--- src/rtl/rrps_pkg.sv ---
// Shared types, codes and constants of the round-robin process scheduler.
package rrps_pkg;

    localparam int NUM_SLOTS = 8;
    localparam int SLOT_W    = $clog2(NUM_SLOTS);

    typedef logic [SLOT_W-1:0] t_slot;

    localparam t_slot LAST_SLOT = t_slot'(NUM_SLOTS - 1);

    localparam logic [2:0] CMD_TICK  = 3'd0;
    localparam logic [2:0] CMD_BLOCK = 3'd1;
    localparam logic [2:0] CMD_WAKE  = 3'd2;
    localparam logic [2:0] CMD_KILL  = 3'd3;
    localparam logic [2:0] CMD_EXIT  = 3'd4;
    localparam logic [2:0] CMD_ALLOC = 3'd5;

    localparam logic [1:0] ST_UNUSED  = 2'd0;
    localparam logic [1:0] ST_READY   = 2'd1;
    localparam logic [1:0] ST_RUNNING = 2'd2;
    localparam logic [1:0] ST_BLOCKED = 2'd3;

    localparam logic [1:0] STS_DONE     = 2'd0;
    localparam logic [1:0] STS_FULL     = 2'd1;
    localparam logic [1:0] STS_NOEFFECT = 2'd2;

    localparam logic [1:0] NXT_DONE  = 2'd0;
    localparam logic [1:0] NXT_SCAN  = 2'd1;
    localparam logic [1:0] NXT_ALLOC = 2'd2;

    typedef struct packed {
        logic [2:0] cmd;
        logic [2:0] target_slot;
    } t_in;

    typedef struct packed {
        logic [2:0] running_slot;
        logic       switched;
        logic [2:0] new_slot;
        logic [1:0] status;
    } t_out;

    typedef struct packed {
        logic load_in;
        logic look;
        logic scan_step;
        logic alloc_step;
        logic emit;
    } t_ctl;

    typedef struct packed {
        logic [1:0] look_next;
        logic       hit;
        logic       out_free;
    } t_sts;

endpackage

--- src/rtl/rrps_ctrl.sv ---
// Sequencing state machine of the round-robin process scheduler.
module rrps_ctrl (
    input  logic           i_clk,
    input  logic           i_rst_n,
    input  logic           i_in_valid,
    output logic           o_in_stall,
    input  rrps_pkg::t_sts i_sts,
    output rrps_pkg::t_ctl o_ctl
);

    localparam logic [2:0] S_IDLE  = 3'd0;
    localparam logic [2:0] S_LOOK  = 3'd1;
    localparam logic [2:0] S_SCAN  = 3'd2;
    localparam logic [2:0] S_ALLOC = 3'd3;
    localparam logic [2:0] S_DONE  = 3'd4;

    logic [2:0] r_state;
    logic [2:0] n_state;

    assign o_in_stall = (r_state != S_IDLE);

    always_comb begin
        n_state          = r_state;
        o_ctl            = '0;
        case (r_state)
            S_IDLE: begin
                if (i_in_valid) begin
                    o_ctl.load_in = 1'b1;
                    n_state       = S_LOOK;
                end
            end
            S_LOOK: begin
                o_ctl.look = 1'b1;
                case (i_sts.look_next)
                    rrps_pkg::NXT_SCAN:  n_state = S_SCAN;
                    rrps_pkg::NXT_ALLOC: n_state = S_ALLOC;
                    default:             n_state = S_DONE;
                endcase
            end
            S_SCAN: begin
                o_ctl.scan_step = 1'b1;
                if (i_sts.hit) begin
                    n_state = S_DONE;
                end
            end
            S_ALLOC: begin
                o_ctl.alloc_step = 1'b1;
                if (i_sts.hit) begin
                    n_state = S_DONE;
                end
            end
            S_DONE: begin
                if (i_sts.out_free) begin
                    o_ctl.emit = 1'b1;
                    n_state    = S_IDLE;
                end
            end
            default: begin
                n_state = S_IDLE;
            end
        endcase
    end

    always_ff @(posedge i_clk) begin
        if (!i_rst_n) begin
            r_state <= S_IDLE;
        end else begin
            r_state <= n_state;
        end
    end

endmodule

--- src/rtl/rrps_dp.sv ---
// Slot state file, scan index and result register of the round-robin process scheduler.
module rrps_dp (
    input  logic           i_clk,
    input  logic           i_rst_n,
    input  rrps_pkg::t_in  i_in_data,
    input  rrps_pkg::t_ctl i_ctl,
    output rrps_pkg::t_sts o_sts,
    output logic           o_out_valid,
    input  logic           i_out_stall,
    output rrps_pkg::t_out o_out_data
);

    logic [1:0]      r_slots [rrps_pkg::NUM_SLOTS];
    logic [2:0]      r_cmd;
    logic [2:0]      r_tgt;
    rrps_pkg::t_slot r_cur;
    rrps_pkg::t_slot r_idx;
    rrps_pkg::t_slot r_cnt;
    logic            r_sw;
    logic [2:0]      r_new;
    logic [1:0]      r_status;
    logic            r_out_valid;
    rrps_pkg::t_out  r_out;

    rrps_pkg::t_slot n_cur;
    rrps_pkg::t_slot n_idx;
    rrps_pkg::t_slot n_cnt;
    logic            n_sw;
    logic [2:0]      n_new;
    logic [1:0]      n_status;

    rrps_pkg::t_slot tgt_idx;
    logic            tgt_ok;
    rrps_pkg::t_slot rd_addr;
    logic [1:0]      rd;
    logic            wr_en;
    rrps_pkg::t_slot wr_addr;
    logic [1:0]      wr_data;

    function automatic rrps_pkg::t_slot slot_inc(input rrps_pkg::t_slot x);
        return (x == rrps_pkg::LAST_SLOT) ? '0 : x + rrps_pkg::t_slot'(1);
    endfunction

    assign tgt_idx = rrps_pkg::t_slot'(r_tgt);
    assign tgt_ok  = (int'(r_tgt) < rrps_pkg::NUM_SLOTS);

    always_comb begin
        if (i_ctl.look) begin
            rd_addr = ((r_cmd == rrps_pkg::CMD_WAKE) || (r_cmd == rrps_pkg::CMD_KILL)) ?
                      tgt_idx : r_cur;
        end else begin
            rd_addr = r_idx;
        end
    end

    assign rd = r_slots[rd_addr];

    always_comb begin
        n_cur           = r_cur;
        n_idx           = r_idx;
        n_cnt           = r_cnt;
        n_sw            = r_sw;
        n_new           = r_new;
        n_status        = r_status;
        wr_en           = 1'b0;
        wr_addr         = r_idx;
        wr_data         = rrps_pkg::ST_UNUSED;
        o_sts.look_next = rrps_pkg::NXT_DONE;
        o_sts.hit       = 1'b0;
        o_sts.out_free  = !r_out_valid || !i_out_stall;

        if (i_ctl.load_in) begin
            n_sw     = 1'b0;
            n_new    = 3'd0;
            n_status = rrps_pkg::STS_DONE;
        end else if (i_ctl.look) begin
            case (r_cmd)
                rrps_pkg::CMD_TICK, rrps_pkg::CMD_BLOCK: begin
                    wr_en           = (rd != rrps_pkg::ST_UNUSED);
                    wr_addr         = r_cur;
                    wr_data         = (r_cmd == rrps_pkg::CMD_TICK) ?
                                      rrps_pkg::ST_READY : rrps_pkg::ST_BLOCKED;
                    n_idx           = slot_inc(r_cur);
                    n_cnt           = '0;
                    o_sts.look_next = rrps_pkg::NXT_SCAN;
                end
                rrps_pkg::CMD_WAKE: begin
                    if (tgt_ok && (rd == rrps_pkg::ST_BLOCKED)) begin
                        wr_en   = 1'b1;
                        wr_addr = tgt_idx;
                        wr_data = rrps_pkg::ST_READY;
                    end else begin
                        n_status = rrps_pkg::STS_NOEFFECT;
                    end
                end
                rrps_pkg::CMD_KILL: begin
                    if (!tgt_ok || (rd == rrps_pkg::ST_UNUSED)) begin
                        n_status = rrps_pkg::STS_NOEFFECT;
                    end else begin
                        wr_en   = 1'b1;
                        wr_addr = tgt_idx;
                        wr_data = rrps_pkg::ST_UNUSED;
                        if (tgt_idx == r_cur) begin
                            n_idx           = slot_inc(r_cur);
                            n_cnt           = '0;
                            o_sts.look_next = rrps_pkg::NXT_SCAN;
                        end
                    end
                end
                rrps_pkg::CMD_EXIT: begin
                    wr_en           = 1'b1;
                    wr_addr         = r_cur;
                    wr_data         = rrps_pkg::ST_UNUSED;
                    n_idx           = slot_inc(r_cur);
                    n_cnt           = '0;
                    o_sts.look_next = rrps_pkg::NXT_SCAN;
                end
                rrps_pkg::CMD_ALLOC: begin
                    n_idx           = rrps_pkg::t_slot'(1);
                    o_sts.look_next = rrps_pkg::NXT_ALLOC;
                end
                default: begin
                    n_status = rrps_pkg::STS_NOEFFECT;
                end
            endcase
        end else if (i_ctl.scan_step) begin
            if ((rd == rrps_pkg::ST_READY) || (r_cnt == rrps_pkg::LAST_SLOT)) begin
                o_sts.hit = 1'b1;
                wr_en     = 1'b1;
                wr_addr   = r_idx;
                wr_data   = rrps_pkg::ST_RUNNING;
                n_cur     = r_idx;
                n_sw      = 1'b1;
            end else begin
                n_idx = slot_inc(r_idx);
                n_cnt = r_cnt + rrps_pkg::t_slot'(1);
            end
        end else if (i_ctl.alloc_step) begin
            if (rd == rrps_pkg::ST_UNUSED) begin
                o_sts.hit = 1'b1;
                wr_en     = 1'b1;
                wr_addr   = r_idx;
                wr_data   = rrps_pkg::ST_READY;
                n_new     = 3'(r_idx);
            end else if (r_idx == rrps_pkg::LAST_SLOT) begin
                o_sts.hit = 1'b1;
                n_status  = rrps_pkg::STS_FULL;
            end else begin
                n_idx = slot_inc(r_idx);
            end
        end
    end

    always_ff @(posedge i_clk) begin
        if (!i_rst_n) begin
            for (int i = 0; i < rrps_pkg::NUM_SLOTS; i++) begin
                r_slots[i] <= (i == 0) ? rrps_pkg::ST_RUNNING : rrps_pkg::ST_UNUSED;
            end
            r_cur       <= '0;
            r_out_valid <= 1'b0;
        end else begin
            if (wr_en) begin
                r_slots[wr_addr] <= wr_data;
            end
            r_cur <= n_cur;
            if (i_ctl.emit) begin
                r_out_valid <= 1'b1;
            end else if (!i_out_stall) begin
                r_out_valid <= 1'b0;
            end
        end
    end

    always_ff @(posedge i_clk) begin
        if (i_ctl.load_in) begin
            r_cmd <= i_in_data.cmd;
            r_tgt <= i_in_data.target_slot;
        end
        r_idx    <= n_idx;
        r_cnt    <= n_cnt;
        r_sw     <= n_sw;
        r_new    <= n_new;
        r_status <= n_status;
        if (i_ctl.emit) begin
            r_out.running_slot <= 3'(r_cur);
            r_out.switched     <= r_sw;
            r_out.new_slot     <= r_new;
            r_out.status       <= r_status;
        end
    end

    assign o_out_valid = r_out_valid;
    assign o_out_data  = r_out;

endmodule

--- src/rtl/round_robin_process_scheduler.sv ---
// Top level of the round-robin process scheduler: controller, datapath and checks.
//
//   channel | direction | handshake                | payload
//   input   | in        | i_in_valid / o_in_stall  | i_in_data  (cmd, target_slot)
//   output  | out       | o_out_valid / i_out_stall| o_out_data (running_slot, switched,
//           |           |                          |             new_slot, status)
//
// One command is handled at a time. Wake, undefined commands and kills of a slot
// that is not running finish without a scan; tick, block, exit and a kill of the
// running slot scan up to NUM_SLOTS slot states, and allocate scans up to
// NUM_SLOTS - 1, reading one slot state per cycle.
// Reset is synchronous; after it slot 0 runs and all other slots are unused.
// A finished result waits in the output register while a stalled output holds it,
// and the next command is taken in the meantime.
module round_robin_process_scheduler (
    input  logic           i_clk,
    input  logic           i_rst_n,
    input  logic           i_in_valid,
    output logic           o_in_stall,
    input  rrps_pkg::t_in  i_in_data,
    output logic           o_out_valid,
    input  logic           i_out_stall,
    output rrps_pkg::t_out o_out_data
);

    rrps_pkg::t_ctl ctl;
    rrps_pkg::t_sts sts;

    rrps_ctrl u_ctrl (
        .i_clk      (i_clk),
        .i_rst_n    (i_rst_n),
        .i_in_valid (i_in_valid),
        .o_in_stall (o_in_stall),
        .i_sts      (sts),
        .o_ctl      (ctl)
    );

    rrps_dp u_dp (
        .i_clk       (i_clk),
        .i_rst_n     (i_rst_n),
        .i_in_data   (i_in_data),
        .i_ctl       (ctl),
        .o_sts       (sts),
        .o_out_valid (o_out_valid),
        .i_out_stall (i_out_stall),
        .o_out_data  (o_out_data)
    );

    a_busy_after_transfer: assert property (@(posedge i_clk) disable iff (!i_rst_n)
        (i_in_valid && !o_in_stall) |=> o_in_stall)
        else $error("Input taken while a command was still in work.");

    a_status_code: assert property (@(posedge i_clk) disable iff (!i_rst_n)
        o_out_valid |-> (o_out_data.status != 2'd3))
        else $error("Result carries an unknown status.");

    a_switch_done: assert property (@(posedge i_clk) disable iff (!i_rst_n)
        (o_out_valid && o_out_data.switched) |->
        (o_out_data.status == rrps_pkg::STS_DONE && o_out_data.new_slot == 3'd0))
        else $error("Switch reported together with a failure or an allocation.");

    a_alloc_clean: assert property (@(posedge i_clk) disable iff (!i_rst_n)
        (o_out_valid && o_out_data.new_slot != 3'd0) |->
        (o_out_data.status == rrps_pkg::STS_DONE))
        else $error("Allocated slot reported with a failure status.");

endmodule

--- config.mk ---
export PLATFORM = sky130hd
export DESIGN_NAME = round_robin_process_scheduler
export DESIGN_NICKNAME = d
export VERILOG_FILES = /design/src/rtl/rrps_pkg.sv /design/src/rtl/rrps_ctrl.sv /design/src/rtl/rrps_dp.sv /design/src/rtl/round_robin_process_scheduler.sv
export SDC_FILE = /design/constraint.sdc
export NUM_CORES = 1
export LEC_CHECK = 0
export BUFFER_PORTS_ARGS = -buffer_cell sky130_fd_sc_hd__clkbuf_2
export CORE_UTILIZATION = 50
export CTS_CLUSTER_SIZE = 30
export DETAILED_ROUTE_END_ITERATION = 8
export PLACE_DENSITY = 0.68
export SLEW_MARGIN = 0
export SYNTH_ARGS = -nofsm -noshare
export SYNTH_HDL_FRONTEND = slang
export SYNTH_SLANG_ARGS = --single-unit
--- constraint.sdc ---
create_clock -name i_clk -period 8.44 [get_ports i_clk]
set_input_delay 1.688 -clock i_clk [delete_from_list [all_inputs] [get_ports i_clk]]
set_output_delay 1.688 -clock i_clk [all_outputs]
set_load 0.05 [all_outputs]
==> results.toml <==
[final_layout]
fill_cells = 554
layout-drive-gt1-share = 0.108
nets = 348
syn_to_final_growth_pct = 6.91
antenna_cells = 0

[sta]
timing.slew.headroom = 0.336
skew_ps = 5.38
period_needed_ps = 4450
min_period_over_period = 0.528
final-max-slew-violation-count = 0
setup_tns_ps = 0
timing.fmax_mhz = 225
tightestPinTransition_ps = 992
setup_viol_count_final = 0
hold_viol_final = 0
grt_setup_unrepaired = "no"

[power_and_ir_drop]
power_frac_clock = 0.312
ir_worst_vdd_mv = 0.0975
finalPower_mw = 0.540
share_comb_of_total_power = 0.155
power_density_nw_per_um2 = 166
intPower_mw = 0.393
p_leak_nw = 1.22
switchingPower_mw = 0.147
p_sw_frac = 0.273
seq_power_share = 0.533

[yosys]
synth_warnings = 0
ys_seq_area_frac = 0.450
synthTopCellsByArea = "edfxtp_1, dfxtp_1, nor2_1"
postSynthAreaPerCell_um2 = 9.40
synth_most_common_cell = "nor2_1"
synth_nets = 341
ys_ff_latch = 50
yosysTopAreaCell = "edfxtp_1"
synthArstFlopShare = 0
synth_top_family_by_area = "simple AND/OR/NAND/NOR gates"
synth_mux_area_frac = 0.0345
synth-xor-area-share = 0.00863
synth_simple_gate_area_frac = 0.233
synth_cells = 324
ys.flop_type = "edfxtp_1"
synth_adder_area_share = 0.0288
synth.top_cell.area_share = 0.365
synth_edf_count = 37
synth_compound_area_frac = 0.207
synthTopCellsByCount = "nor2_1, edfxtp_1, nand2_1"
ys_types = 65
synthesis.area_um2 = 3040

[setup_path]
slowest_stage = "nor3b_2"
rrSetupSlack_ps = 3990
cp_top_family = "simple AND/OR/NAND/NOR gates"
critPathArrivalTime_ps = 4690
startpoint_type = "flip-flop"
rr_endpoint = "u_ctrl.r_state[2]$_SDFFE_PN0P_"
crit_type = "flip-flop to flip-flop"
crit_path_max_fanout = 16
critPathLaunch = "u_ctrl.r_state[0]$_SDFFE_PN0P_"
timing.rr.start = "u_ctrl.r_state[0]$_SDFFE_PN0P_"
ff2ff_path_depth = 12
endpoint_kind = "flip-flop"
path_cells = "nor3b_2 > o211ai_2 > nand2_2 > mux2_4 > a2111o_1 > nor4_1 > nand2_1 > a21o_1 > ha_1 > a21oi_1 > or3b_2 > o22ai_1"
cp.required_ps = 8680
path_buf_inv = 0
worst_path_largest_cell_delay_ps = 740

[routing]
drc_errors = 0
vias = 2537
vias_per_cell = 6.23
firstDrtPassIters = 5
drtIter0Drc = 240
wire_per_inst_um = 18.1
drt_wl_total_um = 7380
drtAntennaViolNets = 0

[flow_run]
cap_violations = 0

[worst_hold_path]
hold_class = "flip-flop to flip-flop"
holdPathStages = 0
min_from = "u_dp.r_new[0]$_SDFFE_PP0P_"
min_to = "u_dp.o_out_data[2]$_DFFE_PP_"

[global_route]
first_global_vias = 2294
grt.total_usage = 0.249
grt_pass1_wl_um = 11900
overflow = 0
antenna_found_initial = 0
grt_start_max_net_pins = 25

[clock_tree]
clkTransAtPathRegs_ps = 90
cts_buffers = 5
clk_latency_ps = 310
cts_root_buffer = "clkbuf_8"
cts_tree = "built"
ctsHoldBuffers = 0
clock_sinks = 50
postCtsSetupRepairBufs = 0
clk_path_buf_depth = 2
cts_max_level = 2
post_cts_resized = 0

[floorplan]
dieArea_um2 = 6400
start_util = 0.517
die_w_um = 80.0
die_h_um = 80.0
rows = 28
coreArea_um2 = 5890
io_pins = 21

[placement]
gp_congestion = 0.956
dp_hpwl_um = 5340
portBuffers = 20

[status]
status = "finished, final reports clean"
-- power by group through the flow --
stage	registers (mW)	logic (mW)	clock network, mW
global placement	0.293	0.0821	0
CTS	0.287	0.0833	0.171
floorplan	0.288	0.0666	0
detailed placement	0.293	0.0826	0
global route	0.289	0.0915	0.179
finish	0.288	0.0835	0.168
-- routing by layer --
layer,routed length [um],share of wire,GRT usage
met1,3390,0.46,0.361
met3,496,0.067,0.0366
met2,3370,0.46,0.368
met4,123,0.017,0.100
met5,0,0,0
-- through the flow --
stage                     cells  worst slack (ps)   util  hold slack, ps  instance area (um^2)
after floorplan             324              4930      -             408                  3040
after global placement      399              4070  0.535             420                  3150
after detailed placement    399              4030  0.535             423                  3150
after CTS                   407              3980  0.553             446                  3250
after global routing        407              3610  0.553             455                  3250
final                       407              3990  0.553             441                  3250
-- layout by cell type (no fill, tap or decap), types with 6 or more instances in the layout --
| master | n |
|---|---|
| nand3_1 | 9 |
| nand2b_1 | 9 |
| nor2b_1 | 7 |
| edfxtp_1 | 37 |
| clkbuf_2 | 20 |
| a22o_1 | 6 |
| inv_1 | 7 |
| dfxtp_1 | 13 |
| mux2i_1 | 9 |
| a21oi_1 | 22 |
| ha_1 | 7 |
| nand2_1 | 32 |
| nor2_1 | 41 |
| o21ai_0 | 16 |
-- state kept, by name (all words and copies together), names as in the netlist --
name and count:
u_ctrl.r_state 3, u_dp.o_out_data 9, u_dp.o_out_valid 1, u_dp.r_cmd 3, u_dp.r_cnt 3, u_dp.r_cur 3, u_dp.r_idx 3, u_dp.r_new 3
u_dp.r_slots 16, u_dp.r_status 2, u_dp.r_sw 1, u_dp.r_tgt 3
-- how the worst max path moves through the flow --
stage | cells past startpoint | to | slack [ps]
final | 12 | u_ctrl.r_state[2]$_SDFFE_PN0P_ | 3990
after global routing | 10 | u_dp.r_slots[1][1]$_SDFFCE_PN0P_ | 3610
after CTS | 12 | u_ctrl.r_state[2]$_SDFFE_PN0P_ | 3980
after detailed placement | 12 | u_ctrl.r_state[2]$_SDFFE_PN0P_ | 4030
after global placement | 12 | u_ctrl.r_state[2]$_SDFFE_PN0P_ | 4070
after floorplan | 15 | u_ctrl.r_state[2]$_SDFFE_PN0P_ | 4930
-- layout make-up --
class	instances	area, um^2	share of cell area
clock buffers	7	76.3	0.0235
clock inverters	1	30.0	0.00923
inverters	7	26.3	0.00807
multi-input cells	247	1560	0.478
flip-flops and latches	50	1370	0.421
well taps	75	93.8	0.0288
repair buffers	20	100	0.0308
-- logic make-up (layout without fill, tap and decap cells) --
| family | after synthesis | in the layout |
|---|---|---|
| buffers and inverters | 27 | 35 |
| flip-flops | 50 | 50 |
| AND/OR/NAND/NOR | 137 | 137 |
| XOR/XNOR | 3 | 3 |
| AO/OA/AOI/OAI | 90 | 90 |
| multiplexers | 10 | 10 |
| adder cells (fa/ha/maj) | 7 | 7 |
No activity file was read; power rests on OpenSTA's default activity.
